`config.mk`:
```
export PLATFORM = sky130hd
export DESIGN_NAME = framed_command_receiver_top
export DESIGN_NICKNAME = d
export VERILOG_FILES = /design/src/sv/fcr_pkg.sv /design/src/sv/fcr_queue.sv /design/src/sv/fcr_front.sv /design/src/sv/fcr_back.sv /design/src/sv/framed_command_receiver_top.sv
export SDC_FILE = /design/constraint.sdc
export NUM_CORES = 1
export LEC_CHECK = 0
export BUFFER_PORTS_ARGS = -buffer_cell sky130_fd_sc_hd__clkbuf_2
export CAP_MARGIN = 5
export CORE_UTILIZATION = 45
export CTS_CLUSTER_DIAMETER = 50
export DETAILED_ROUTE_END_ITERATION = 16
export GPL_TIMING_DRIVEN = 0
export MAX_ROUTING_LAYER = met4
export PLACE_DENSITY = 0.62
export RECOVER_POWER = 25
export SETUP_SLACK_MARGIN = 0.4
export SLEW_MARGIN = 25
export SYNTH_ARGS = -nofsm -noshare
export SYNTH_HDL_FRONTEND = slang
export SYNTH_SLANG_ARGS = --single-unit
```
`constraint.sdc`:
```
create_clock -name clk -period 9.9 [get_ports clk]
set_clock_uncertainty 0.15 [all_clocks]
set_input_delay 0.99 -clock clk [delete_from_list [all_inputs] [get_ports clk]]
set_output_delay 0.99 -clock clk [all_outputs]
set_load 0.005 [all_outputs]
```
`src/sv/fcr_pkg.sv`:
```
// Package for the framed command receiver: shared constants, types and
// character classification helpers. No dependencies.
`default_nettype none

package fcr_pkg;

  // Defaults for the top-level parameters
  localparam int BUFFER_BYTES_DEF = 32;

  // Motor register bank size (range check only)
  localparam int MOTOR_COUNT = 8;

  // Frame characters
  localparam logic [7:0] OPEN_MARK  = 8'h7B;
  localparam logic [7:0] CLOSE_MARK = 8'h7D;
  localparam logic [7:0] SET_MARK   = 8'h24;
  localparam logic [7:0] CHAR_M     = 8'h4D;
  localparam logic [7:0] CHAR_T     = 8'h54;
  localparam logic [7:0] CHAR_R     = 8'h52;
  localparam logic [7:0] CHAR_PLUS  = 8'h2B;
  localparam logic [7:0] CHAR_MINUS = 8'h2D;
  localparam logic [7:0] CHAR_SPACE = 8'h20;

  // Checksum arithmetic
  localparam int CHECK_MOD  = 95;
  localparam int CHECK_BIAS = 32;

  // Motor command layout: body length, kept offsets and numeric text
  localparam int MOTOR_BODY_LEN = 11;
  localparam int KEEP_FIRST     = 2;
  localparam int KEEP_BYTES     = MOTOR_BODY_LEN - KEEP_FIRST;
  localparam int TEXT_BYTES     = 5;

  // Queue between front and back
  localparam int QUEUE_DEPTH = 2;

  typedef enum logic [1:0] {
    ST_MISMATCH  = 2'd0,
    ST_MOTOR     = 2'd1,
    ST_NO_ACTION = 2'd2
  } status_t;

  typedef enum logic [1:0] {
    BK_IDLE,
    BK_SCAN,
    BK_EMIT
  } bk_state_t;

  typedef enum logic [2:0] {
    SC_PRE,
    SC_SIGN,
    SC_DIGIT,
    SC_END,
    SC_FAIL
  } scan_phase_t;

  // One finished frame handed from front to back
  typedef struct packed {
    logic                             match;
    logic                             motor_cmd;
    logic [TEXT_BYTES-1:0][7:0]       text;
  } job_t;

  function automatic logic is_digit(input logic [7:0] c);
    is_digit = (c >= 8'h30) && (c <= 8'h39);
  endfunction

  function automatic logic is_blank(input logic [7:0] c);
    is_blank = (c == CHAR_SPACE) || ((c >= 8'h09) && (c <= 8'h0D));
  endfunction

endpackage

`default_nettype wire

```
`src/sv/fcr_queue.sv`:
```
// Small request queue carrying finished frames from front to back.
// Depends on fcr_pkg (job_t, QUEUE_DEPTH).
`default_nettype none

module fcr_queue (
  input  wire logic          clk,
  input  wire logic          rst,
  input  wire logic          push,
  input  wire fcr_pkg::job_t push_job,
  output fcr_pkg::job_t      head_job,
  output logic               full,
  output logic               empty,
  input  wire logic          pop
);
  import fcr_pkg::*;

  localparam int PTR_W = (QUEUE_DEPTH > 1) ? $clog2(QUEUE_DEPTH) : 1;
  localparam int CNT_W = $clog2(QUEUE_DEPTH + 1);

  job_t             slots [QUEUE_DEPTH];
  logic [PTR_W-1:0] wr_ptr;
  logic [PTR_W-1:0] rd_ptr;
  logic [CNT_W-1:0] count;
  logic             do_push;
  logic             do_pop;

  assign full     = (count == CNT_W'(QUEUE_DEPTH));
  assign empty    = (count == '0);
  assign head_job = slots[rd_ptr];
  assign do_push  = push && !full;
  assign do_pop   = pop && !empty;

  // Store the incoming request
  always_ff @(posedge clk) begin
    if (do_push) begin
      slots[wr_ptr] <= push_job;
    end
  end

  // Advance pointers and occupancy
  always_ff @(posedge clk) begin
    if (rst) begin
      wr_ptr <= '0;
      rd_ptr <= '0;
      count  <= '0;
    end else begin
      if (do_push) begin
        wr_ptr <= (wr_ptr == PTR_W'(QUEUE_DEPTH - 1)) ? '0 : wr_ptr + 1'b1;
      end
      if (do_pop) begin
        rd_ptr <= (rd_ptr == PTR_W'(QUEUE_DEPTH - 1)) ? '0 : rd_ptr + 1'b1;
      end
      if (do_push && !do_pop) begin
        count <= count + 1'b1;
      end else if (do_pop && !do_push) begin
        count <= count - 1'b1;
      end
    end
  end

endmodule

`default_nettype wire

```
`src/sv/fcr_front.sv`:
```
// Front end: takes bytes, tracks framing, keeps the running checksum and the
// command text, and posts one request per checksum byte. Depends on fcr_pkg.
`default_nettype none

module fcr_front #(
  parameter int BUFFER_BYTES = fcr_pkg::BUFFER_BYTES_DEF
) (
  input  wire logic          clk,
  input  wire logic          rst,
  input  wire logic          byte_valid,
  output logic               byte_ready,
  input  wire logic [7:0]    in_byte,
  output logic               push,
  output fcr_pkg::job_t      push_job,
  input  wire logic          q_full
);
  import fcr_pkg::*;

  localparam int WP_W  = $clog2(BUFFER_BYTES);
  localparam int SUM_W = $clog2(BUFFER_BYTES * 160) + 1;
  localparam int KI_W  = $clog2(KEEP_BYTES);

  logic [WP_W-1:0]          wp;
  logic                     in_frame;
  logic                     await_check;
  logic signed [SUM_W-1:0]  sum;
  logic [6:0]               res;
  logic [KEEP_BYTES-1:0][7:0] keep;

  logic              take;
  logic              is_zero;
  logic signed [9:0] term;
  logic signed [9:0] res_raw;
  logic [6:0]        res_next;
  logic [8:0]        trunc;
  logic [8:0]        expected;
  logic              keep_hit;
  logic [KI_W-1:0]   keep_idx;

  assign byte_ready = !(await_check && q_full);
  assign take       = byte_valid && byte_ready;
  assign is_zero    = (in_byte == 8'h00);
  assign push       = take && await_check;

  // Body byte as a signed char less the bias
  assign term    = $signed({in_byte[7], in_byte[7], in_byte}) - 10'sd32;
  assign res_raw = $signed({3'b000, res}) + term;

  // Fold the residue back into 0..94
  always_comb begin
    if (res_raw >= 10'sd95) begin
      res_next = 7'(res_raw - 10'sd95);
    end else if (res_raw >= 10'sd0) begin
      res_next = 7'(res_raw);
    end else if (res_raw >= -10'sd95) begin
      res_next = 7'(res_raw + 10'sd95);
    end else begin
      res_next = 7'(res_raw + 10'sd190);
    end
  end

  // Remainder with the sign of the sum, then bias; a zero byte empties the body
  always_comb begin
    if (sum < 0 && res != 7'd0) begin
      trunc = {2'b00, res} - 9'(CHECK_MOD);
    end else begin
      trunc = {2'b00, res};
    end
    expected = trunc + 9'(CHECK_BIAS);
  end

  // Build the request for the back end
  always_comb begin
    push_job.match     = !is_zero && (expected == {1'b0, in_byte});
    push_job.motor_cmd = (wp == WP_W'(MOTOR_BODY_LEN)) &&
                         (keep[0] == SET_MARK) && (keep[1] == CHAR_M) &&
                         (keep[2] == CHAR_T) && (keep[3] == CHAR_R);
    for (int i = 0; i < TEXT_BYTES; i++) begin
      push_job.text[i] = keep[KEEP_BYTES - TEXT_BYTES + i];
    end
  end

  // Keep only offsets that the command check and the numeric text use
  assign keep_hit = (wp >= WP_W'(KEEP_FIRST)) && (wp < WP_W'(MOTOR_BODY_LEN));
  assign keep_idx = KI_W'(wp - WP_W'(KEEP_FIRST));

  always_ff @(posedge clk) begin
    if (take && !await_check && !is_zero && in_frame &&
        in_byte != OPEN_MARK && in_byte != CLOSE_MARK && keep_hit) begin
      keep[keep_idx] <= in_byte;
    end
  end

  // Framing, write position and checksum
  always_ff @(posedge clk) begin
    if (rst) begin
      wp          <= '0;
      in_frame    <= 1'b0;
      await_check <= 1'b0;
      sum         <= '0;
      res         <= '0;
    end else if (take) begin
      if (await_check) begin
        await_check <= 1'b0;
        wp          <= '0;
        sum         <= '0;
        res         <= '0;
        in_frame    <= 1'b0;
      end else if (is_zero) begin
        wp       <= '0;
        sum      <= '0;
        res      <= '0;
        in_frame <= 1'b0;
      end else if (in_frame && in_byte != OPEN_MARK) begin
        if (in_byte != CLOSE_MARK) begin
          if (wp != WP_W'(BUFFER_BYTES - 1)) begin
            wp  <= wp + 1'b1;
            sum <= sum + SUM_W'(term);
            res <= res_next;
          end
        end else begin
          in_frame    <= 1'b0;
          await_check <= 1'b1;
        end
      end else if (in_byte == OPEN_MARK) begin
        in_frame <= 1'b1;
        wp       <= '0;
        sum      <= '0;
        res      <= '0;
      end
    end
  end

endmodule

`default_nettype wire

```
`src/sv/fcr_back.sv`:
```
// Back end: takes requests from the queue, scans the two numbers of a motor
// command one character a cycle and holds the result. Depends on fcr_pkg.
`default_nettype none

module fcr_back (
  input  wire logic          clk,
  input  wire logic          rst,
  input  wire logic          q_empty,
  input  wire fcr_pkg::job_t q_job,
  output logic               q_pop,
  output logic               result_valid,
  input  wire logic          result_ready,
  output logic [1:0]         status,
  output logic [3:0]         motor_index,
  output logic signed [10:0] speed_value
);
  import fcr_pkg::*;

  localparam int POS_W = $clog2(TEXT_BYTES);

  bk_state_t   state;
  bk_state_t   state_next;
  job_t        job;
  logic [POS_W-1:0] pos;
  logic        field;
  scan_phase_t phase;
  logic        neg;
  logic [9:0]  acc;
  logic        m_neg;
  logic [9:0]  m_acc;

  logic        field_next;
  scan_phase_t phase_next;
  logic        neg_next;
  logic [9:0]  acc_next;
  logic        m_neg_next;
  logic [9:0]  m_acc_next;

  logic        e_field;
  scan_phase_t e_phase;
  logic        e_neg;
  logic [9:0]  e_acc;
  logic [7:0]  c;
  logic [9:0]  digit_val;
  logic [9:0]  acc_step;

  logic        out_free;
  logic        load_out;
  logic        scan_en;
  logic        parsed;
  logic        in_range;
  logic        set_ok;
  logic [10:0] speed_mag;

  // Next state
  always_comb begin
    state_next = state;
    case (state)
      BK_IDLE: begin
        if (!q_empty) begin
          state_next = (q_job.match && q_job.motor_cmd) ? BK_SCAN : BK_EMIT;
        end
      end
      BK_SCAN: begin
        if (pos == POS_W'(TEXT_BYTES - 1)) begin
          state_next = BK_EMIT;
        end
      end
      BK_EMIT: begin
        if (out_free) begin
          state_next = BK_IDLE;
        end
      end
      default: state_next = BK_IDLE;
    endcase
  end

  // State outputs
  always_comb begin
    q_pop    = 1'b0;
    scan_en  = 1'b0;
    load_out = 1'b0;
    case (state)
      BK_IDLE: q_pop    = !q_empty;
      BK_SCAN: scan_en  = 1'b1;
      BK_EMIT: load_out = out_free;
      default: ;
    endcase
  end

  always_ff @(posedge clk) begin
    if (rst) begin
      state <= BK_IDLE;
    end else begin
      state <= state_next;
    end
  end

  // One scan step on the current character
  assign c         = job.text[pos];
  assign digit_val = {6'b000000, c[3:0]};
  assign acc_step  = 10'((acc << 3) + (acc << 1)) + digit_val;

  always_comb begin
    e_field    = field;
    e_phase    = phase;
    e_neg      = neg;
    e_acc      = acc;
    m_neg_next = m_neg;
    m_acc_next = m_acc;
    // End of the first number: this character starts the second
    if (!field && phase == SC_DIGIT && !is_digit(c)) begin
      e_field    = 1'b1;
      e_phase    = SC_PRE;
      e_neg      = 1'b0;
      e_acc      = '0;
      m_neg_next = neg;
      m_acc_next = acc;
    end
    field_next = e_field;
    phase_next = e_phase;
    neg_next   = e_neg;
    acc_next   = e_acc;
    case (e_phase)
      SC_PRE: begin
        if (is_blank(c)) begin
          phase_next = SC_PRE;
        end else if (c == CHAR_PLUS || c == CHAR_MINUS) begin
          phase_next = SC_SIGN;
          neg_next   = (c == CHAR_MINUS);
        end else if (is_digit(c)) begin
          phase_next = SC_DIGIT;
          acc_next   = digit_val;
        end else begin
          phase_next = SC_FAIL;
        end
      end
      SC_SIGN: begin
        if (is_digit(c)) begin
          phase_next = SC_DIGIT;
          acc_next   = digit_val;
        end else begin
          phase_next = SC_FAIL;
        end
      end
      SC_DIGIT: begin
        if (is_digit(c)) begin
          acc_next = acc_step;
        end else begin
          phase_next = SC_END;
        end
      end
      default: phase_next = e_phase;
    endcase
  end

  // Load a request, then advance the scan
  always_ff @(posedge clk) begin
    if (q_pop) begin
      job   <= q_job;
      pos   <= '0;
      field <= 1'b0;
      phase <= SC_PRE;
      neg   <= 1'b0;
      acc   <= '0;
      m_neg <= 1'b0;
      m_acc <= '0;
    end else if (scan_en) begin
      pos   <= pos + 1'b1;
      field <= field_next;
      phase <= phase_next;
      neg   <= neg_next;
      acc   <= acc_next;
      m_neg <= m_neg_next;
      m_acc <= m_acc_next;
    end
  end

  // Judge the scanned command
  assign parsed    = field && (phase == SC_END || phase == SC_DIGIT);
  assign in_range  = !m_neg && (m_acc >= 10'd1) && (m_acc <= 10'(MOTOR_COUNT));
  assign set_ok    = job.match && job.motor_cmd && parsed && in_range;
  assign speed_mag = {1'b0, acc};

  // Result register
  assign out_free = !result_valid || result_ready;

  always_ff @(posedge clk) begin
    if (rst) begin
      result_valid <= 1'b0;
    end else if (load_out) begin
      result_valid <= 1'b1;
    end else if (result_ready) begin
      result_valid <= 1'b0;
    end
  end

  always_ff @(posedge clk) begin
    if (load_out) begin
      if (!job.match) begin
        status      <= ST_MISMATCH;
        motor_index <= '0;
        speed_value <= '0;
      end else if (set_ok) begin
        status      <= ST_MOTOR;
        motor_index <= 4'(m_acc);
        speed_value <= neg ? -$signed(speed_mag) : $signed(speed_mag);
      end else begin
        status      <= ST_NO_ACTION;
        motor_index <= '0;
        speed_value <= '0;
      end
    end
  end

endmodule

`default_nettype wire

```
`src/sv/framed_command_receiver_top.sv`:
```
// Framed command receiver: serial bytes in, one result per frame checksum.
//
// Byte channel (byte_valid/byte_ready/in_byte): one byte a cycle. Frames are
// '{' body '}' and a checksum byte; a zero byte drops the frame in progress.
// Result channel (result_valid/result_ready): status, motor_index and
// speed_value, one result for every checksum byte, in arrival order.
// A request for a mismatch or a frame with no action goes from the queue through
// the back end's job register into the result register; for a motor command
// the back end first scans the numeric text one character a cycle.
// Throughput: one byte per cycle on input while byte_ready is high; a two-entry
// queue lets the front keep taking bytes while the back end works on a frame.
// byte_ready drops only when a checksum byte meets a full queue.
// When the receiver stalls result_ready, the held result stays and the queue
// fills, then a further checksum byte waits.
// Reset (rst, synchronous): framing, checksum, queue and the result register
// are cleared; no result is pending afterwards.
// Depends on fcr_pkg, fcr_front, fcr_queue and fcr_back.
`default_nettype none

module framed_command_receiver_top #(
  parameter int BUFFER_BYTES = fcr_pkg::BUFFER_BYTES_DEF
) (
  input  wire logic          clk,
  input  wire logic          rst,
  input  wire logic          byte_valid,
  output logic               byte_ready,
  input  wire logic [7:0]    in_byte,
  output logic               result_valid,
  input  wire logic          result_ready,
  output logic [1:0]         status,
  output logic [3:0]         motor_index,
  output logic signed [10:0] speed_value
);
  import fcr_pkg::*;

  logic push;
  job_t push_job;
  job_t head_job;
  logic q_full;
  logic q_empty;
  logic q_pop;

  fcr_front #(
    .BUFFER_BYTES(BUFFER_BYTES)
  ) u_front (
    .clk       (clk),
    .rst       (rst),
    .byte_valid(byte_valid),
    .byte_ready(byte_ready),
    .in_byte   (in_byte),
    .push      (push),
    .push_job  (push_job),
    .q_full    (q_full)
  );

  fcr_queue u_queue (
    .clk     (clk),
    .rst     (rst),
    .push    (push),
    .push_job(push_job),
    .head_job(head_job),
    .full    (q_full),
    .empty   (q_empty),
    .pop     (q_pop)
  );

  fcr_back u_back (
    .clk         (clk),
    .rst         (rst),
    .q_empty     (q_empty),
    .q_job       (head_job),
    .q_pop       (q_pop),
    .result_valid(result_valid),
    .result_ready(result_ready),
    .status      (status),
    .motor_index (motor_index),
    .speed_value (speed_value)
  );

endmodule

`default_nettype wire

```
==> metrics.csv <==
stage,metric,value,unit
setup_path,worst_r2r_endpoint,u_back.acc[9]$_SDFFE_PP0P_,
finish,fin_nets,1144,
clock_network,cts_buffers,35,
setup_path,path_class,input port to register,
synthesis,synth_top_area_share,50.5,%
setup_path,slowest_delay,0.70,ns
power_and_ir_drop,power_density,222,nW/um^2
global_routing,gr-usage-all-layers,19.1,%
finish,area.growth.synth_to_final,14.3,%
drt,drcViolationCount,0,
timing,min_period,4.42,ns
power_and_ir_drop,sequentialPowerShare,44.7,%
run,maxCapViolations,0,
global_routing,grt_start_max_net_pins,43,
setup_path,worst-r2r-cell-count,15,
timing,hold_ws,0.279,ns
synthesis,ys.warnings.count,0,
setup_path,timing.critical_path.arrival,4.67,ns
clock_network,cts_num_sinks,280,
setup_path,timing.critical_path.from_type,input port,
timing,slew_headroom,27.3,%
drt,drt-wirelength-per-cell,17.5,um
floorplan,fp.dieArea,29100,um^2
power_and_ir_drop,design_power_total,0.00324,W
synthesis,synth_sequential_area_ratio,60.6,%
clock_network,post_cts_resize_count,0,
floorplan,floorplan.die.width,171,um
outcome,run_status,finished clean,
clock_network,cts-htree-levels,2,
synthesis,syn_area_per_cell,12.8,um^2
timing,worstMarginPinSlew,1.09,ns
finish,fillCellCount,2323,
hold_path,holdCritPathClass,register to register,
setup_path,reg2reg_slack,5.93,ns
drt,via_density_per_instance,5.38,
clock_network,cts-root-to-sink-buffers,3,
finish,post-route-util,52.5,%
synthesis,synth.area.top_cells,"edfxtp_1 (50%), dfxtp_1 (10%), ha_1 (5.5%)",
floorplan,boundaryPins,31,
floorplan,std_cell_rows,61,
timing,timing.final.crit_share,44.7,%
global_routing,grt_overflow_total,0,
timing,slew_violations,0,
power_and_ir_drop,p_leak,5.21,nW
synthesis,synth-async-reset-ratio,0,%
power_and_ir_drop,max-vdd-ir-drop,105,uV
synthesis,post_synth_instance_area,12800,um^2
setup_path,cp_max_fo,14,
setup_path,crit_path_end,u_front.res[5]$_SDFFE_PP0P_,
power_and_ir_drop,power.share.switching,27.9,%
drt,wirelength,25900,um
floorplan,die_height,171,um
synthesis,synth-edff-count,215,
power_and_ir_drop,internal_power,0.00234,W
setup_path,critical_path.reg2reg.startpoint,u_back.pos[0]$_SDFFE_PP0P_,
global_routing,grt_antenna_before_repair,1,
synthesis,syn_nets,1073,
floorplan,start_util,45.9,%
timing,max_freq,0.226,GHz
synthesis,netlist.top_cell.by_area,edfxtp_1,
place,detailed_place_hpwl,17200,um
synthesis,number_of_register_bits_inferred_by_synthesis,280,
timing,timing_hold_violations_final,0,
drt,antenna_violating_nets_post_route,0,
clock_network,cts_hold_buffers,0,
timing,rsz0062_at_grt,no,
setup_path,setup.worst_path.start,in_byte[5],
timing,fin_setup_tns,0,ns
setup_path,required,10.15,ns
setup_path,crit_chain,"clkbuf_1, inv_1, ha_1, inv_1, ha_1, o21a_1, o22ai_1, o21ai_1, o21ai_1, a21oi_4, mux2_4, a211oi_2, xnor2_1, a22o_1",
setup_path,master_of_the_slowest_instance_on_the_critical_path,clkbuf_1,
drt,firstDrtPassIters,5,
power_and_ir_drop,power.net_switching,0.000904,W
place,place_congestion,0.801,
timing,setup-violations-final,0,
clock_network,cts_tree,yes,
synthesis,yosysUniqueCellTypes,79,
power_and_ir_drop,share_clk_of_total_power,37.0,%
drt,detailedRoute.firstIterationViolations,512,
clock_network,path_clk_slew,0.06,ns
floorplan,design.core.area,27900,um^2
synthesis,postSynth.topFlopCell,edfxtp_1,
clock_network,post_cts.repair.setup_buffers,0,
power_and_ir_drop,pwr-share-comb,18.3,%
place,io_buffers,30,
clock_network,worst_skew_pair.late_latency,0.51,ns
setup_path,setup.worst_path.end_class,register,
finish,insertedDiodeCount,0,
clock_network,clockRootBuffer,clkbuf_16,
drt,num_vias,7951,
finish,layout-drive-gt1-share,15.2,%
global_routing,global_route_wire_length_before_repair,41800,um
global_routing,first_global_vias,7933,
synthesis,syn-instance-count,1001,
synth_stat cells, types with 12 or more instances:
| library cell | count |
|---|---|
| clkbuf_1 | 21 |
| a21oi_1 | 53 |
| o21ai_0 | 28 |
| edfxtp_1 | 215 |
| nand2b_1 | 15 |
| nand3_1 | 27 |
| a31oi_1 | 12 |
| mux2_2 | 45 |
| and2_1 | 18 |
| nor2_1 | 79 |
| inv_1 | 37 |
| nor3_1 | 33 |
| mux2i_1 | 20 |
| dfxtp_1 | 65 |
| nand2_1 | 51 |
| a22oi_1 | 14 |
| xnor2_1 | 41 |
| ha_1 | 56 |
| xor2_1 | 18 |
registers in the layout (all words and copies together), names as in the netlist, 2 cells and up, named ones only:
| signal | cells |
|---|---|
| u_back.motor_index | 4 |
| u_back.acc | 10 |
| u_back.state | 2 |
| u_front.push_job | 40 |
| u_back.pos | 3 |
| u_front.keep | 32 |
| u_back.speed_value | 11 |
| u_back.job | 42 |
| u_queue.count | 2 |
| u_back.phase | 3 |
| u_back.m_acc | 10 |
| u_front.sum | 14 |
| u_back.status | 2 |
| u_front.res | 7 |
| u_queue.slots | 84 |
| u_front.wp | 5 |
critical path, delay by kind of cell:
kind,cells,cell delay [ns]
multiplexers,1,0.33
adder cells (fa/ha/maj),2,0.73
XOR/XNOR,1,0.10
buffers and inverters,3,1.04
AO/OA/AOI/OAI,7,1.45
layer usage:
metal  GRT usage [%]  part of all wire [%]  vias up
li1                -                     -     3876
met1            24.5                    45     3875
met2            31.3                    49      151
met3            2.96                   3.8       49
met4            5.76                   2.1        0
met5               -                     0        -
cell families after synthesis:
group	share of synthesized area [%]
simple gates	10.6
fa+ha+maj	6.10
flops	60.6
mux	5.91
xor+xnor	4.42
compound gates	10.0
buf+inv	2.35
power by group through the flow:
stage | Clock (W) | Sequential (W) | Combinational (W)
2_1_floorplan | 0 | 0.00147 | 0.000413
3_3_place_gp | 0 | 0.00148 | 0.000572
5_1_grt | 0.00127 | 0.00146 | 0.000656
6_report | 0.00120 | 0.00145 | 0.000591
4_1_cts | 0.00123 | 0.00145 | 0.000603
3_5_place_dp | 0 | 0.00148 | 0.000598
area by class of cell:
class / count / area [um^2] / share of cell area, %
plain buffers: 34 / 154 / 1.05
clock buffers: 42 / 933 / 6.38
clock inverters: 22 / 175 / 1.20
inverters: 40 / 150 / 1.03
multi-input cells: 647 / 4760 / 32.5
flip-flops and latches: 280 / 7760 / 53.0
well taps: 378 / 473 / 3.23
repair buffers: 34 / 225 / 1.54
worst min path at each step:
stage,start,endpoint,depth (start not counted)
after floorplan,u_front.push_job[0]$_DFFE_PP_,u_queue.slots[0][0]$_DFFE_PP_,0
after global placement,u_front.push_job[24]$_DFFE_PP_,u_queue.slots[0][24]$_DFFE_PP_,0
after detailed placement,u_front.push_job[14]$_DFFE_PP_,u_queue.slots[1][14]$_DFFE_PP_,0
after CTS,u_front.push_job[32]$_DFFE_PP_,u_queue.slots[1][32]$_DFFE_PP_,0
after global routing,u_front.push_job[0]$_DFFE_PP_,u_queue.slots[0][0]$_DFFE_PP_,0
final,u_front.push_job[32]$_DFFE_PP_,u_queue.slots[1][32]$_DFFE_PP_,0
cell usage in the layout, fill, tap and decap left out, drive strengths merged, types with 8 or more instances in the layout:
master,netlist,layout
ha,56,56
nand2,51,51
o21ai,33,33
clkbuf,21,93
nor3,33,33
a21oi,54,54
nor2b,10,10
a22oi,15,15
a21o,9,9
a22o,8,8
buf,13,17
mux2,47,47
inv,39,45
xnor2,43,43
clkinv,1,15
xor2,19,19
dfxtp,65,65
nor2,82,82
mux2i,20,20
nand3,27,27
and2,19,19
edfxtp,215,215
nand2b,15,15
a31oi,12,12
stage by stage:
stage | area, um^2 | worst slack (ns) | std cells
2_1_floorplan | 12800 | 6.10 | 1001
6_report | 14600 | 5.48 | 1477
3_5_place_dp | 13500 | 5.39 | 1413
3_3_place_gp | 13400 | 4.64 | 1409
5_1_grt | 14600 | 5.30 | 1477
4_1_cts | 14600 | 5.88 | 1477
Note: power is estimated with default switching activity, not from simulation.
